**src/hw/rtl/dppt_pkg.sv**
```systemverilog
// ----------------------------------------------------------------------------
// dppt_pkg: shared types and constants of the debris particle table
// Record layout, command and result beats, opcodes, result kinds and the
// signed drag helper used by the update logic.
// ----------------------------------------------------------------------------
package dppt_pkg;

    // table size and slot addressing
    localparam int SLOTS   = 64;
    localparam int SLOT_W  = 6;
    localparam int SLOT_AW = (SLOTS > 1) ? $clog2(SLOTS) : 1;

    // stream widths
    localparam int IN_DATA_W  = 152;
    localparam int OUT_DATA_W = 72;
    localparam int OP_W       = 2;
    localparam int KIND_W     = 3;

    // result beat field positions
    localparam int OUT_POS_LSB   = SLOT_W;
    localparam int OUT_FRAME_LSB = SLOT_W + 48;
    localparam int OUT_FRAME_MSB = OUT_FRAME_LSB + 11;

    // configuration port
    localparam int CFG_AW = 1;
    localparam int CFG_DW = 16;
    localparam logic [CFG_AW-1:0] CFG_GRAVITY    = 1'd0;
    localparam logic [CFG_AW-1:0] CFG_FRAME_STEP = 1'd1;

    // reset values and arithmetic constants
    localparam logic [15:0] GRAVITY_RST    = 16'd5041;
    localparam logic [9:0]  FRAME_STEP_RST = 10'd85;
    localparam logic [12:0] FRAME_WRAP     = 13'd3072;
    localparam logic [8:0]  LIFE_BASE      = 9'd140;
    localparam logic [31:0] AZ_BIAS        = 32'h0001_0000;
    localparam logic [31:0] DRAG_ROUND     = 32'd255;
    localparam logic [15:0] SPLASH_OFS     = 16'd3;

    typedef enum logic [OP_W-1:0] {
        OP_SPAWN   = 2'd0,
        OP_ADVANCE = 2'd1,
        OP_TERRAIN = 2'd2
    } t_op;

    typedef enum logic [KIND_W-1:0] {
        KIND_NONE    = 3'd0,
        KIND_EXPIRED = 3'd1,
        KIND_QUERY   = 3'd2,
        KIND_MOVED   = 3'd3,
        KIND_SPLASH  = 3'd4
    } t_kind;

    // one input beat, unpacked
    typedef struct packed {
        t_op                    op;
        logic [SLOT_W-1:0]      slot;
        logic [2:0][15:0]       pos;
        logic [7:0]             rand_frame;
        logic [6:0]             rand_life;
        logic [2:0][15:0]       seed;
        logic [15:0]            land;
        logic [15:0]            water;
    } t_cmd;

    // one particle record
    typedef struct packed {
        logic [8:0]             life;
        logic [11:0]            frame;
        logic [2:0][15:0]       pos;
        logic [2:0][15:0]       pend;
        logic [2:0][15:0]       vel;
        logic [2:0][31:0]       acc;
    } t_rec;

    // one result beat
    typedef struct packed {
        t_kind                  kind;
        logic [SLOT_W-1:0]      slot;
        logic [15:0]            x;
        logic [15:0]            y;
        logic [15:0]            z;
        logic [11:0]            frame;
    } t_res;

    // everything the update logic hands back for one item
    typedef struct packed {
        t_rec                   rec;
        logic                   alive;
        logic                   await_h;
        t_res                   res;
    } t_upd;

    // a - a/256 with the quotient truncated toward zero
    function automatic logic [31:0] drag(input logic [31:0] a);
        logic [31:0] biased;
        logic [31:0] quot;
        biased = a + (a[31] ? DRAG_ROUND : 32'd0);
        quot   = 32'($signed(biased) >>> 8);
        return a - quot;
    endfunction

endpackage

```
**src/hw/rtl/dppt_update.sv**
```systemverilog
// ----------------------------------------------------------------------------
// dppt_update: per-item record update
// Spawn, advance and terrain answer on one slot record, giving the new
// record, the new flags and the result beat.
// ----------------------------------------------------------------------------
module dppt_update
    import dppt_pkg::*;
(
    input  t_cmd        i_cmd,
    input  t_rec        i_rec,
    input  logic        i_alive,
    input  logic        i_await_h,
    input  logic [15:0] i_gravity,
    input  logic [9:0]  i_frame_step,
    output t_upd        o_upd
);

    logic [8:0]        life_dec;
    logic [2:0][31:0]  acc_new;
    logic [2:0][31:0]  vel_sum;
    logic [2:0][15:0]  pend_new;
    logic [2:0][15:0]  pos_mv;
    logic signed [15:0] land;
    logic signed [15:0] water;
    logic signed [15:0] oldz;
    logic signed [15:0] newz;
    logic              splash;
    logic              bounce;
    logic [12:0]       frame_sum;
    logic [11:0]       frame_new;
    t_upd              u;

    // motion step: gravity, drag, velocity and pending position
    always_comb begin
        life_dec   = i_rec.life - 9'd1;
        acc_new[0] = drag(i_rec.acc[0]);
        acc_new[1] = drag(i_rec.acc[1]);
        acc_new[2] = drag(i_rec.acc[2] - {16'd0, i_gravity});
        for (int i = 0; i < 3; i++) begin
            vel_sum[i]  = {16'd0, i_rec.vel[i]} + acc_new[i];
            pend_new[i] = i_rec.pos[i] + vel_sum[i][31:16];
        end
    end

    // terrain checks and frame advance
    always_comb begin
        land      = $signed(i_cmd.land);
        water     = $signed(i_cmd.water);
        oldz      = $signed(i_rec.pos[2]);
        newz      = $signed(i_rec.pend[2]);
        splash    = (water != 16'sd0) && (oldz >= water) && (newz <= water);
        bounce    = (oldz >= land) && (newz <= land);
        frame_sum = 13'(i_rec.frame) + 13'(i_frame_step);
        frame_new = (frame_sum >= FRAME_WRAP) ? 12'd0 : frame_sum[11:0];
        pos_mv    = i_rec.pend;
        if (bounce) begin
            pos_mv[2] = i_cmd.land;
        end
    end

    // op decode and record write-back
    always_comb begin
        u          = '0;
        u.rec      = i_rec;
        u.alive    = i_alive;
        u.await_h  = i_await_h;
        u.res.kind = KIND_NONE;
        u.res.slot = i_cmd.slot;
        if (int'(i_cmd.slot) < SLOTS) begin
            unique case (i_cmd.op)
                OP_SPAWN: begin
                    u.alive     = 1'b1;
                    u.await_h   = 1'b0;
                    u.rec.pos   = i_cmd.pos;
                    u.rec.frame = (12'(i_cmd.rand_frame) << 3)
                                + (12'(i_cmd.rand_frame) << 2);
                    u.rec.life  = 9'(i_cmd.rand_life) + LIFE_BASE;
                    u.rec.acc[0] = {{14{i_cmd.seed[0][15]}}, i_cmd.seed[0], 2'b00};
                    u.rec.acc[1] = {{14{i_cmd.seed[1][15]}}, i_cmd.seed[1], 2'b00};
                    u.rec.acc[2] = {14'd0, i_cmd.seed[2], 2'b00} + AZ_BIAS;
                    u.rec.vel   = '0;
                    u.rec.pend  = '0;
                end
                OP_ADVANCE: begin
                    if (i_alive && !i_await_h) begin
                        u.rec.life = life_dec;
                        if (life_dec == 9'd0) begin
                            u.alive    = 1'b0;
                            u.res.kind = KIND_EXPIRED;
                        end else begin
                            u.rec.acc  = acc_new;
                            for (int i = 0; i < 3; i++) begin
                                u.rec.vel[i] = vel_sum[i][15:0];
                            end
                            u.rec.pend = pend_new;
                            u.await_h  = 1'b1;
                            u.res.kind = KIND_QUERY;
                            u.res.x    = pend_new[0];
                            u.res.y    = pend_new[1];
                            u.res.z    = pend_new[2];
                        end
                    end
                end
                OP_TERRAIN: begin
                    if (i_alive && i_await_h) begin
                        u.await_h = 1'b0;
                        if (splash) begin
                            u.alive    = 1'b0;
                            u.res.kind = KIND_SPLASH;
                            u.res.x    = i_rec.pos[0];
                            u.res.y    = i_rec.pos[1];
                            u.res.z    = i_cmd.water + SPLASH_OFS;
                        end else begin
                            if (bounce) begin
                                u.rec.acc[2]  = 32'd0 - i_rec.acc[2];
                                u.rec.pend[2] = i_cmd.land;
                            end
                            u.rec.pos   = pos_mv;
                            u.rec.frame = frame_new;
                            u.res.kind  = KIND_MOVED;
                            u.res.x     = pos_mv[0];
                            u.res.y     = pos_mv[1];
                            u.res.z     = pos_mv[2];
                            u.res.frame = frame_new;
                        end
                    end
                end
                default: begin
                end
            endcase
        end
    end

    assign o_upd = u;

endmodule

```
**config.mk**
```make
export PLATFORM = sky130hd
export DESIGN_NAME = dppt_update
export DESIGN_NICKNAME = d
export VERILOG_FILES = /design/src/hw/rtl/dppt_pkg.sv /design/src/hw/rtl/dppt_update.sv
export SDC_FILE = /design/constraint.sdc
export NUM_CORES = 1
export LEC_CHECK = 0
export BUFFER_PORTS_ARGS = -buffer_cell sky130_fd_sc_hd__clkbuf_2
export CORE_AREA = 2 2 298 300
export DETAILED_ROUTE_END_ITERATION = 16
export DIE_AREA = 0 0 300 302
export SETUP_SLACK_MARGIN = 0.02
export SYNTH_ARGS = -nofsm -noshare
export SYNTH_HDL_FRONTEND = slang
export SYNTH_SLANG_ARGS = --single-unit
```
**constraint.sdc**
```tcl
create_clock -name vclk -period 18.6
set_input_delay 3.72 -clock vclk [all_inputs]
set_output_delay 3.72 -clock vclk [all_outputs]
set_load 0.05 [all_outputs]
```
==> impl_metrics.env, run 1 <==
export IMPL_std_cell_rows=109
export IMPL_crit_family="compound AO/OA/AOI/OAI gates"
export IMPL_mostFrequentLayoutCell="clkbuf_2"
export IMPL_wire_per_inst_um=25.8
export IMPL_final_cell_mix="clkbuf_2, nand2_1, ha_1"
export IMPL_ctsHoldBuffers=0
export IMPL_synth_nets=4032
export IMPL_grt_usage_pct=27.4
export IMPL_syn_inst=3266
export IMPL_core_um2=87600
export IMPL_antenna_found_initial=32
export IMPL_portBuffers=760
export IMPL_leakagePower_nw=13.1
export IMPL_ctsResizeCount=0
export IMPL_drc=0
export IMPL_ant_nets=0
export IMPL_worst_path_max_delay_cell="a2111o_1"
export IMPL_via_count=28917
export IMPL_maxCapViolCount=0
export IMPL_cpPeakStageDelay_ps=550
export IMPL_regArea_um2=0
export IMPL_design_seq_count=0
export IMPL_drive_above_1_share_pct=21.7
export IMPL_finalMaxSlewViolations=0
export IMPL_grt_pass1_wl_um=185000
export IMPL_syn_cell_area_um2=21700
export IMPL_outcome="completed"
export IMPL_die_x_um=300
export IMPL_startpoint_type="input port"
export IMPL_num_nets_final=4686
export IMPL_rsz0062_at_grt="no"
export IMPL_path_buf_inv=2
export IMPL_path_depth=41
export IMPL_first_iter_violations=2965
export IMPL_crit_top_cell="ha_1"
export IMPL_cp_end_kind="primary output"
export IMPL_nFillCells=9845
export IMPL_hold_viol_final=0
export IMPL_post_dp_hpwl_um=110000
export IMPL_yosysWarnings=0
export IMPL_start_util_pct=24.7
export IMPL_worst_ep_required_time_ps=14880
export IMPL_finalSetupTns_ps=0
export IMPL_synth_distinct_cells=88
export IMPL_p_per_area_nw_per_um2=67.3
export IMPL_pin_count=772
export IMPL_grt_pass1_vias=26877
export IMPL_final_min_clock_period_ps=17410
export IMPL_hp_class="input port to primary output"
export IMPL_max_freq_mhz=57.4
export IMPL_layout_worst_path_cycle_share_pct=93.6
export IMPL_holdPathStages=0
export IMPL_worstPathMaxFanout=6
export IMPL_ys_seq_area_share_pct=0
export IMPL_area_growth_synth_to_final_pct=23.5
export IMPL_max_slew_margin_pct=27.1
export IMPL_grt_max_degree=79
export IMPL_finalPower_mw=1.80
export IMPL_worst_slew_pin_slew_ps=1090
export IMPL_multi_input_area_um2=20400
export IMPL_arrival_ps=13690
export IMPL_finalWirelength_um=131000
export IMPL_post_drt_via_cell_ratio=5.68
export IMPL_setup_worst_path_class="input port to primary output"
export IMPL_peakVddDrop_v=0.0000370
export IMPL_setup_viol=0
export IMPL_postCtsSetupBuffers=0
export IMPL_dr_pass1_iters=6
export IMPL_gp_congestion=1.01
export IMPL_die_height_um=302
export IMPL_grt_ovfl_total=0
export IMPL_clock_buffers=0
export IMPL_dieArea_um2=90600
export IMPL_syn_area_per_cell_um2=6.63
[power breakdown]
group            total [mW]  switching, mW  internal (mW)  leakage, nW
clock          0.0000000869              0   0.0000000868    0.0000761
sequential                0              0              0            0
combinational          1.80           1.20          0.604         13.1
[routing by layer]
metal  part of all wire [%]  global-route usage [%]
met1                     42                    35.2
met2                     44                    44.5
met3                    9.2                    5.91
met4                    4.6                    10.8
met5                   0.18                       0
[cell type report]
class	instances	share of cell area, %
Timing Repair Buffer	793	15.1
Antenna cell	12	0.112
Inverter	219	3.07
Tap cell	1165	5.45
Multi-Input combinational cell	2906	76.2
[synth_stat cells, drive strengths merged, types with 30 or more instances]
cell type	instances	area [µm²]
a21boi	34	255
a21o	99	751
a21oi	261	1310
a221o	70	701
a222oi	38	380
a31oi	34	213
and2	45	282
buf	33	149
clkbuf	108	405
ha	314	3930
inv	218	818
mux2i	49	490
nand2	333	1250
nand3	155	776
nand4	37	231
nor2	237	897
nor2b	49	309
nor3	84	440
o21a	58	435
o21ai	263	1320
or3	30	188
xnor2	187	1650
xor2	120	1050
[metrics by stage]
stage / setup WS [ps] / utilization, % / instances / hold WS (ps) / instance area [µm²]
after floorplan: 2380 / - / 3266 / 7610 / 21700
after global placement: 1480 / 30.5 / 5083 / 7440 / 26700
after detailed placement: 1330 / 30.5 / 5083 / 7440 / 26700
after CTS: 1290 / 30.5 / 5083 / 7440 / 26700
after global routing: 577 / 30.5 / 5091 / 7440 / 26700
final: 1190 / 30.6 / 5095 / 7440 / 26800
[cells by family (layout without fill, tap and decap cells)]
kind of cell / Yosys count / count (layout) / share of synthesized area (%)
compound gates: 1114 / 1114 / 34.8
simple gates: 1105 / 1105 / 24.6
other cells: 0 / 12 / 0
buf+inv: 360 / 1012 / 6.35
xor+xnor: 309 / 309 / 12.7
mux: 52 / 52 / 2.42
fa+ha+maj: 326 / 326 / 19.2
[final timing paths]
kind / from / to / slack [ps]
max: i_rec[68] / o_upd[262] / 1190
min: i_cmd[143] / o_upd[60] / 7440
(Power assumes the default switching activity.)
==> run 2: changes to the inputs <==
==> constraint.sdc (replaced) <==
create_clock -name vclk -period 20
set_input_delay 4 -clock vclk [all_inputs]
set_output_delay 4 -clock vclk [all_outputs]
set_load 0.05 [all_outputs]
==> run 2 against run 1 <==
Compared with the run above:
- global-route usage grew 0.087 points
- final cell count is essentially flat
- combinational power shrank 7%
- critical path depth shrank 1
- wire length grew 0.31%
- worst hold slack gained 560 ps
- total power shrank 7.3%
- non-clock buffer count shrank 3
- setup slack gained 780 ps
- critical endpoint unchanged
- core utilization is essentially flat
- die area is the same
- sequential share of layout area is the same
==> impl_metrics.env, run 2 (synthesis results as in run 1) <==
export IMPL_outcome="completed"
export IMPL_wire_per_inst_um=25.9
export IMPL_portBuffers=760
export IMPL_via_count=28855
export IMPL_worstPathMaxFanout=6
export IMPL_highest_layer="met5"
export IMPL_rsz0062_at_grt="no"
export IMPL_cp_end_kind="primary output"
export IMPL_nFillCells=9838
export IMPL_finalWirelength_um=132000
export IMPL_design_seq_count=0
export IMPL_first_iter_violations=2823
export IMPL_mostFrequentLayoutCell="clkbuf_2"
export IMPL_std_cell_rows=109
export IMPL_finalPower_mw=1.67
export IMPL_setup_worst_path_class="input port to primary output"
export IMPL_finalMaxSlewViolations=0
export IMPL_holdPathStages=0
export IMPL_maxCapViolCount=0
export IMPL_cpPeakStageDelay_ps=550
export IMPL_whs_ps=8000
export IMPL_regArea_um2=0
export IMPL_dr_wl_met2_um=58000
export IMPL_finalSetupTns_ps=0
export IMPL_place_area_um2=26700
export IMPL_dr_wl_met3_um=13100
export IMPL_area_growth_synth_to_final_pct=23.4
export IMPL_antenna_found_initial=29
export IMPL_worst_path_max_delay_cell="a2111o_1"
export IMPL_core_um2=87600
export IMPL_clock_buffers=0
export IMPL_post_drt_via_cell_ratio=5.66
export IMPL_p_per_area_nw_per_um2=62.4
export IMPL_final_min_clock_period_ps=18030
export IMPL_startpoint_type="input port"
export IMPL_dieArea_um2=90600
export IMPL_gp_congestion=1.03
export IMPL_wl_met1_um=54000
export IMPL_ctsHoldBuffers=0
export IMPL_grt_pass1_vias=27006
export IMPL_grt_max_degree=79
export IMPL_worst_ep_required_time_ps=16000
export IMPL_postCtsSetupBuffers=0
export IMPL_drc=0
export IMPL_pin_count=772
export IMPL_die_x_um=300
export IMPL_grt_ovfl_total=0
export IMPL_num_nets_final=4683
export IMPL_min_from="i_cmd[143]"
export IMPL_setup_viol=0
export IMPL_max_slew_margin_pct=30.0
export IMPL_worst_slew_pin_slew_ps=1050
export IMPL_ant_nets=0
export IMPL_drive_above_1_share_pct=21.7
export IMPL_start_util_pct=24.7
export IMPL_max_freq_mhz=55.5
export IMPL_final_cell_mix="clkbuf_2, nand2_1, ha_1"
export IMPL_peakVddDrop_v=0.0000324
export IMPL_post_dp_hpwl_um=110000
export IMPL_hp_class="input port to primary output"
export IMPL_grt_usage_pct=27.5
export IMPL_hold_end="o_upd[60]"
export IMPL_hold_viol_final=0
export IMPL_place_ws_ps=2220
export IMPL_ctsResizeCount=0
export IMPL_setup_ws_ps=1970
export IMPL_arrival_ps=14030
export IMPL_grt_pass1_wl_um=186000
export IMPL_layout_worst_path_cycle_share_pct=90.1
export IMPL_fin_area_um2=26700
export IMPL_leakagePower_nw=13.1
export IMPL_dr_pass1_iters=9
export IMPL_die_height_um=302
## run 2: routing by layer
metal / GRT usage [%] / vias up
li1: - / 13448
met1: 34.9 / 13463
met2: 44.3 / 1621
met3: 6.66 / 297
met4: 11.4 / 26
met5: 0 / -
## run 2: worst max path at each step
stage / endpoint / startpoint / depth (start not counted) / slack, ps
3_5_place_dp: o_upd[262] / i_rec[68] / 41 / 2220
6_report: o_upd[262] / i_rec[68] / 40 / 1970
2_1_floorplan: o_upd[262] / i_rec[64] / 40 / 3220
4_1_cts: o_upd[262] / i_rec[68] / 41 / 2160
5_1_grt: o_upd[262] / i_rec[68] / 40 / 1580
3_3_place_gp: o_upd[262] / i_rec[68] / 41 / 2320
## run 2: critical path, delay by kind of cell
kind / cells / cell delay [ps]
simple gates: 8 / 1740
buf+inv: 2 / 430
compound gates: 19 / 4680
xor+xnor: 6 / 1460
fa+ha+maj: 5 / 1710
## run 2: stage by stage
step | utilization [%] | instances
after floorplan | - | 3266
after global placement | 30.5 | 5080
after detailed placement | 30.5 | 5080
after CTS | 30.5 | 5080
after global routing | 30.5 | 5088
final | 30.5 | 5097
## run 2: where the power goes
part              total, mW  internal [mW]  switching [mW]
Combinational          1.67          0.559            1.11
Sequential                0              0               0
Clock          0.0000000538   0.0000000536               0
## run 2: final cells by class
class	count	area, µm²	area share, %
inverter	219	822	3.07
antenna	17	42.5	0.159
multi-input combinational	2906	20400	76.3
timing repair buffer	790	4030	15.1
tap	1165	1460	5.45
